**config.mk**
```make
export PLATFORM = sky130hd
export DESIGN_NAME = fbsc_cell
export DESIGN_NICKNAME = d
export VERILOG_FILES = /design/src/design/fbsc_pkg.sv /design/src/design/fbsc_cell.sv
export SDC_FILE = /design/constraint.sdc
export NUM_CORES = 2
export LEC_CHECK = 0
export ABC_CLOCK_PERIOD_IN_PS = 8640
export BUFFER_PORTS_ARGS = -buffer_cell sky130_fd_sc_hd__buf_4
export CAP_MARGIN = 10
export CORE_MARGIN = 5
export CORE_UTILIZATION = 43
export DETAILED_ROUTE_END_ITERATION = 7
export MAX_ROUTING_LAYER = met4
export PLACE_DENSITY_LB_ADDON = 0.1
export SLEW_MARGIN = 20
export SYNTH_ARGS = -nofsm -noshare
export SYNTH_HDL_FRONTEND = slang
export SYNTH_SLANG_ARGS = --single-unit
```
**constraint.sdc**
```tcl
create_clock -name clk -period 8.64 [get_ports clk]
set_input_delay 0.432 -clock clk [delete_from_list [all_inputs] [get_ports clk]]
set_output_delay 0.432 -clock clk [all_outputs]
set_load 0.01 [all_outputs]
```
**src/design/fbsc_pkg.sv**
```systemverilog
// shared types and constants for the frustum box/sphere cull block
package fbsc_pkg;

    localparam int COORD_WIDTH     = 20;
    localparam int NORMAL_WIDTH    = 16;
    localparam int NUM_PLANES      = 4;
    localparam int NUM_AXES        = 3;
    localparam int FRAC_SHIFT      = 14;
    localparam int DIST_WIDTH      = COORD_WIDTH + 1;
    localparam int RADIUS_WIDTH    = COORD_WIDTH - 1;
    localparam int PROD_WIDTH      = COORD_WIDTH + NORMAL_WIDTH;
    localparam int DOT_WIDTH       = PROD_WIDTH + 2;
    localparam int THR_WIDTH       = DIST_WIDTH + 1;
    localparam int PACK_WIDTH      = NORMAL_WIDTH * NUM_AXES;
    localparam int CFG_COUNT       = 2 * NUM_PLANES;
    localparam int CFG_INDEX_WIDTH = $clog2(CFG_COUNT);
    localparam int CFG_DATA_WIDTH  = PACK_WIDTH;
    localparam int PIPE_DEPTH      = 2 * NUM_PLANES + 1;
    localparam int OCC_WIDTH       = $clog2(PIPE_DEPTH + 1);

    localparam logic CMD_BOX    = 1'b0;
    localparam logic CMD_SPHERE = 1'b1;

    localparam logic [CFG_INDEX_WIDTH-1:0] REG_PLANE0_NORMAL = CFG_INDEX_WIDTH'(0);
    localparam logic [CFG_INDEX_WIDTH-1:0] REG_PLANE1_NORMAL = CFG_INDEX_WIDTH'(1);
    localparam logic [CFG_INDEX_WIDTH-1:0] REG_PLANE2_NORMAL = CFG_INDEX_WIDTH'(2);
    localparam logic [CFG_INDEX_WIDTH-1:0] REG_PLANE3_NORMAL = CFG_INDEX_WIDTH'(3);
    localparam logic [CFG_INDEX_WIDTH-1:0] REG_PLANE0_DIST   = CFG_INDEX_WIDTH'(4);
    localparam logic [CFG_INDEX_WIDTH-1:0] REG_PLANE1_DIST   = CFG_INDEX_WIDTH'(5);
    localparam logic [CFG_INDEX_WIDTH-1:0] REG_PLANE2_DIST   = CFG_INDEX_WIDTH'(6);
    localparam logic [CFG_INDEX_WIDTH-1:0] REG_PLANE3_DIST   = CFG_INDEX_WIDTH'(7);

    typedef logic signed [COORD_WIDTH-1:0]  coord_t;
    typedef logic signed [NORMAL_WIDTH-1:0] normal_t;
    typedef logic signed [DIST_WIDTH-1:0]   dist_t;
    typedef logic signed [PROD_WIDTH-1:0]   prod_t;
    typedef logic signed [DOT_WIDTH-1:0]    dot_t;
    typedef logic signed [THR_WIDTH-1:0]    thr_t;

    typedef struct packed {
        normal_t [NUM_AXES-1:0] normal;
        dist_t                  distance;
    } plane_t;

    typedef struct packed {
        logic                    command;
        coord_t [NUM_AXES-1:0]   lo;
        coord_t [NUM_AXES-1:0]   hi;
        logic [RADIUS_WIDTH-1:0] radius;
        logic [NUM_PLANES-1:0]   mask;
        logic                    culled;
    } item_t;

endpackage

```
**src/design/fbsc_cell.sv**
```systemverilog
// one plane cell: corner select and multiply, then sum and compare
module fbsc_cell
    import fbsc_pkg::*;
(
    input  logic                  clk,
    input  logic                  rst_n,
    input  plane_t                plane,
    input  logic [NUM_PLANES-1:0] plane_sel,
    input  logic                  in_valid,
    input  item_t                 in_item,
    output logic                  in_ready,
    output logic                  out_valid,
    output item_t                 out_item,
    input  logic                  out_ready
);

    logic  a_valid_reg, a_valid_next;
    item_t a_item_reg;
    prod_t [NUM_AXES-1:0] a_prod_reg, a_prod_next;
    thr_t  a_thr_reg, a_thr_next;
    logic  a_test_reg, a_test_next;
    logic  a_en;

    logic  b_valid_reg, b_valid_next;
    item_t b_item_reg, b_item_next;
    logic  b_en;

    coord_t [NUM_AXES-1:0] corner;
    dot_t  dot;
    dot_t  thr_scaled;
    logic  hit;

    assign b_en     = !b_valid_reg || out_ready;
    assign a_en     = !a_valid_reg || b_en;
    assign in_ready = a_en;

    // stage a: pick the corner per axis, form the three products and the threshold
    always_comb
    begin
        for (int a = 0; a < NUM_AXES; a++)
        begin
            if (in_item.command == CMD_SPHERE || plane.normal[a][NORMAL_WIDTH-1])
                corner[a] = in_item.lo[a];
            else
                corner[a] = in_item.hi[a];
            a_prod_next[a] = $signed(plane.normal[a]) * $signed(corner[a]);
        end
        if (in_item.command == CMD_SPHERE)
        begin
            a_thr_next  = $signed({plane.distance[DIST_WIDTH-1], plane.distance})
                        - $signed({3'b000, in_item.radius});
            a_test_next = |(in_item.mask & plane_sel);
        end
        else
        begin
            a_thr_next  = $signed({plane.distance[DIST_WIDTH-1], plane.distance});
            a_test_next = 1'b1;
        end
    end

    assign a_valid_next = a_en ? in_valid : a_valid_reg;

    // stage b: sum of products against the scaled threshold
    always_comb
    begin
        dot = DOT_WIDTH'(a_prod_reg[0]) + DOT_WIDTH'(a_prod_reg[1])
            + DOT_WIDTH'(a_prod_reg[2]);
        thr_scaled = DOT_WIDTH'($signed({a_thr_reg, {FRAC_SHIFT{1'b0}}}));
        if (a_item_reg.command == CMD_SPHERE)
            hit = dot <= thr_scaled;
        else
            hit = dot < thr_scaled;
        b_item_next        = a_item_reg;
        b_item_next.culled = a_item_reg.culled | (a_test_reg & hit);
    end

    assign b_valid_next = b_en ? a_valid_reg : b_valid_reg;

    always_ff @(posedge clk or negedge rst_n)
    begin
        if (!rst_n)
        begin
            a_valid_reg <= 1'b0;
            b_valid_reg <= 1'b0;
        end
        else
        begin
            a_valid_reg <= a_valid_next;
            b_valid_reg <= b_valid_next;
        end
    end

    always_ff @(posedge clk)
    begin
        if (a_en)
        begin
            a_item_reg <= in_item;
            a_prod_reg <= a_prod_next;
            a_thr_reg  <= a_thr_next;
            a_test_reg <= a_test_next;
        end
        if (b_en)
            b_item_reg <= b_item_next;
    end

    assign out_valid = b_valid_reg;
    assign out_item  = b_item_reg;

endmodule

```
Word level (Yosys, flattened, before mapping). Index checks and enable logic that the tools add are counted.

$add $sub $neg: 3. Multipliers: 3. Order comparisons: 2. Multiplexer cells: 5. Bitwise gates (word level): 3. Reductions and logical operators: 8.

Operators with widths (count): 16-bit by 20-bit multiplier with 36-bit output (3); 20-bit two-way mux (3); 37-bit by 36-bit adder with 38-bit output (1); 38-bit by 36-bit less-or-equal comparator with 1-bit output (1); 38-bit by 36-bit < comparator with 1-bit output (1); 36-bit by 36-bit adder with 37-bit output (1); 22-bit two-way mux (1); 21-bit by 20-bit subtractor with 22-bit output (1); 1-bit logical OR (5); 4-bit AND (1); 4-bit OR reduction (1); 1-bit zero test (2); 1-bit AND (1); 1-bit two-way mux (1); 1-bit bitwise OR (1).

Flip-flop bits (word level): 423. Input port bits: 222. Output and inout bits: 147. Logic and storage cells: 51.

Logic depth before layout (Yosys ltp).
Depth in word-level cells: 6. Mapped depth: 30. Depth with buffers taken out: 26.

Worst setup path before layout. Ideal clock, no wire load.

Path kind: input-to-reg. Start: in out_ready. End: reg a_item_reg[0] (netlist bit), enable pin. Setup time: 2780 ps. Arrival: 6562 ps. Data required time: 5860 ps. Path slack: -703 ps. Cell stages on the path: 1. Buffers on the path: 0. Cell sequence: nand3b_1.

Cells in the longest elaborated chain, start to end: 2.

Ends and longest elaborated chain: start: declaration (line fbsc_cell.sv:14) `input logic out_ready`; 1-bit logical OR (line fbsc_cell.sv:33) `assign b_en = !b_valid_reg || out_ready;`; 1-bit logical OR (line fbsc_cell.sv:34) `assign a_en = !a_valid_reg || b_en;`; end signal: assignment (line fbsc_cell.sv:97) `a_item_reg <= in_item;`; end: declaration (line fbsc_cell.sv:18) `item_t a_item_reg;`.

No other way between the ends. A chain may end at the register's enable or synchronous reset.

==> results.py <==
metrics = {
    "outcome": {
        "status": "finished clean",
    },
    "sta": {
        "worstMarginPinSlew_ns": 0.968,
        "finalCriticalPeriod_ns": 7.34,
        "drv_slew": 0,
        "rsz0062_at_grt": "false",
        "max_freq_mhz": 136,
        "fin_crit_sh_pct": 85.0,
        "skew_ns": 0.0190,
        "hold_viol": 0,
        "slew_headroom_pct": 35.4,
        "setup_viol": 0,
    },
    "hold_path": {
        "hold_path.class": "input port to asynchronous set/reset pin",
    },
    "grt": {
        "grt_overflow": 0,
        "grt_pass1_wl_mm": 211,
        "grt_max_degree": 116,
        "antenna_found_initial": 0,
        "use_met3_pct": 2.68,
        "first_global_vias": 37600,
        "track_usage_pct": 21.1,
        "grt_use_met1_pct": 28.7,
        "grt.busiest_layer": "met2",
        "met2_usage_pct": 35.0,
    },
    "clocking": {
        "cts_tree": "yes",
        "cts.clk_slew.worst_paths_ns": 0.07,
        "ctsHoldBuffers": 146,
        "max-clock-path-buffers": 3,
        "cts.sinks": 423,
        "worstSkewPairLatency_ns": 0.63,
        "cts_root_buf": "clkbuf_16",
        "numCtsBuffers": 50,
        "cts_resized": 0,
        "htree_num_levels": 2,
        "postCtsSetupRepairBufs": 0,
    },
    "yosys": {
        "yosysTopAreaCell": "fa_1",
        "synth_flop_cell": "edfxtp_1",
        "synth_edf_count": 421,
        "synthesis.nets": 6481,
        "yosysSeqAreaShare_pct": 24.1,
        "ys.warnings.count": 0,
        "ys_top_cells_by_area": "fa_1 (38%), edfxtp_1 (24%), ha_1 (8.3%), inv_1 (8.0%), and2_1 (4.9%)",
        "synth.distinct_cells": 79,
        "avgSynthCellArea_um2": 10.7,
        "synthArstFlopShare_pct": 0.473,
        "synth_top_area_share_pct": 37.6,
        "synthCells": 4918,
        "ys_ff_latch": 423,
        "synth_area_um2": 52800,
    },
    "setup_path": {
        "cp.arrival_ns": 7.82,
        "rr_worst_depth": 20,
        "crit_path_max_fanout": 15,
        "r2r_slack_ns": 2.82,
        "critical_path_class": "input port to flop",
        "cp-start-kind": "input port",
        "timing.rr.start": "a_prod_reg[73]$_DFFE_PP_",
        "critPathCaptureType": "flop",
        "cp.required_ns": 9.12,
        "r2r-end": "out_item[0]$_DFFE_PP_",
    },
    "route": {
        "viasPerCell": 4.90,
        "num_vias": 34300,
        "drtIter0Drc": 1769,
        "wirelength_mm": 131,
        "wl_per_cell_um": 18.6,
        "drc_errors": 0,
        "firstDrtPassIters": 5,
        "ant_nets": 0,
    },
    "place": {
        "numPortBuffers": 368,
        "place_inst": 6765,
        "hpwl_mm": 108,
        "dpl_cell_area_um2": 57100,
        "place.gp.congestion": 0.856,
    },
    "finish": {
        "finalInstanceArea_um2": 60400,
        "drive_gt1_share_pct": 10.7,
        "fin_cells": 7005,
        "regArea_um2": 12700,
        "nNetsFinal": 6901,
        "areaGrowthSynthToFinish_pct": 14.5,
        "multi_input_area_um2": 35300,
        "final_util_pct": 49.6,
        "fillCellCount": 11200,
        "antenna_cells": 0,
    },
    "floorplanning": {
        "die-height_um": 360,
        "pin_count": 369,
        "num_rows": 128,
        "die_x_um": 360,
        "start_util_pct": 43.3,
        "die-area_um2": 130000,
        "coreArea_um2": 122000,
    },
    "run": {
        "max_cap_viol_count": 0,
    },
}
[layout by cell type (no fill, tap or decap), types with 5 or more instances in the layout]
master and n:
nand2b_1 35, clkbuf_16 53, nand4_1 19, clkinv_1 5, o21ai_0 54, fa_1 992
a31oi_1 10, clkinv_4 6, or2_2 7, dlygate4sd3_1 146, a211oi_1 10, mux2_2 68
a21oi_1 114, edfxtp_1 421, clkinv_2 10, nor2_1 131, o31a_1 5, and3_1 5
clkinvlp_4 6, nand2_1 506, nor3_1 21, or3_1 7, nand3_1 28, inv_1 1119
o21bai_1 22, buf_4 383, o31ai_1 11, a21o_1 61, ha_1 349, and2_1 415
o211ai_1 7, o21a_1 26, xnor2_1 121, bufinv_16 10, o21ai_1 7, nor2b_1 55
xor2_1 41
[worst max-delay path, stage by stage]
cell       delay (ns)
buf_4            0.19
nor2_2           0.62
buf_4            0.28
mux2_2           0.46
nand2_1          0.15
inv_1            0.09
fa_1             0.74
fa_1             0.50
fa_1             0.50
fa_1             0.52
fa_1             0.49
inv_1            0.05
fa_1             0.47
inv_1            0.04
ha_1             0.34
nand4_1          0.16
a211oi_1         0.27
a2111oi_1        0.15
or3_4            0.43
o211ai_2         0.22
a21oi_2          0.11
or4b_1           0.50
nand3_1          0.10
[cells by family (layout without fill, tap and decap cells)]
family / after synthesis / in the layout / synth area share, %
xor gates and xnor gates: 162 / 162 / 2.69
muxes: 71 / 71 / 1.51
and+or+nand+nor: 1253 / 1253 / 11.8
adders and majority gates: 1341 / 1341 / 45.9
DFF: 423 / 423 / 24.1
AOI/OAI and AO/OA: 385 / 385 / 4.93
buffers and inverters: 1283 / 1745 / 9.13
[cell usage after synthesis, drive strengths merged, types with 5 or more instances]
cell / n
a211oi: 12
a21o: 61
a21oi: 117
a31oi: 11
and2: 416
and3: 5
clkbuf: 158
edfxtp: 421
fa: 992
ha: 349
inv: 1119
mux2: 68
nand2: 506
nand2b: 36
nand3: 28
nand4: 19
nor2: 134
nor2b: 55
nor3: 21
o211ai: 8
o21a: 26
o21ai: 62
o21bai: 22
o31a: 6
o31ai: 11
or2: 7
or3: 8
xnor2: 121
xor2: 41
[metrics by stage]
stage	hold WS [ns]	setup WS, ns	setup TNS [ns]
after global placement	0.216	0.771	0
after floorplan	0.136	-0.703	-193.90
after global routing	0.0798	0.918	0
after detailed placement	0.217	0.674	0
final	0.119	1.30	0
after CTS	0.0568	1.35	0
[cell type report]
class | instances | area share (%)
sequential | 423 | 21.0
multi-input combinational | 3212 | 58.4
tap | 1625 | 3.37
clock buffer | 53 | 2.20
timing repair buffer | 530 | 7.21
inverter | 1121 | 6.97
clock inverter | 41 | 0.864
[per-layer routing]
metal / vias up / share of wire [%]
met3: 112 / 4.1
met5: - / 0
li1: 15900 / -
met1: 17700 / 45
met4: 0 / 1.6
met2: 653 / 49
[worst max path at each step]
stage,cells after the start,end,from
floorplan,1,a_item_reg[0]$_DFFE_PP_,out_ready
global placement,24,a_prod_reg[107]$_DFFE_PP_,in_item[144]
detailed placement,26,a_prod_reg[105]$_DFFE_PP_,in_item[144]
CTS,26,a_prod_reg[105]$_DFFE_PP_,in_item[144]
global route,23,a_prod_reg[105]$_DFFE_PP_,in_item[144]
finish,23,a_prod_reg[105]$_DFFE_PP_,in_item[144]
Power is left out: the tool's default activity adds up to more than one toggle a clock period on the data nets, which glitch-free logic cannot reach.
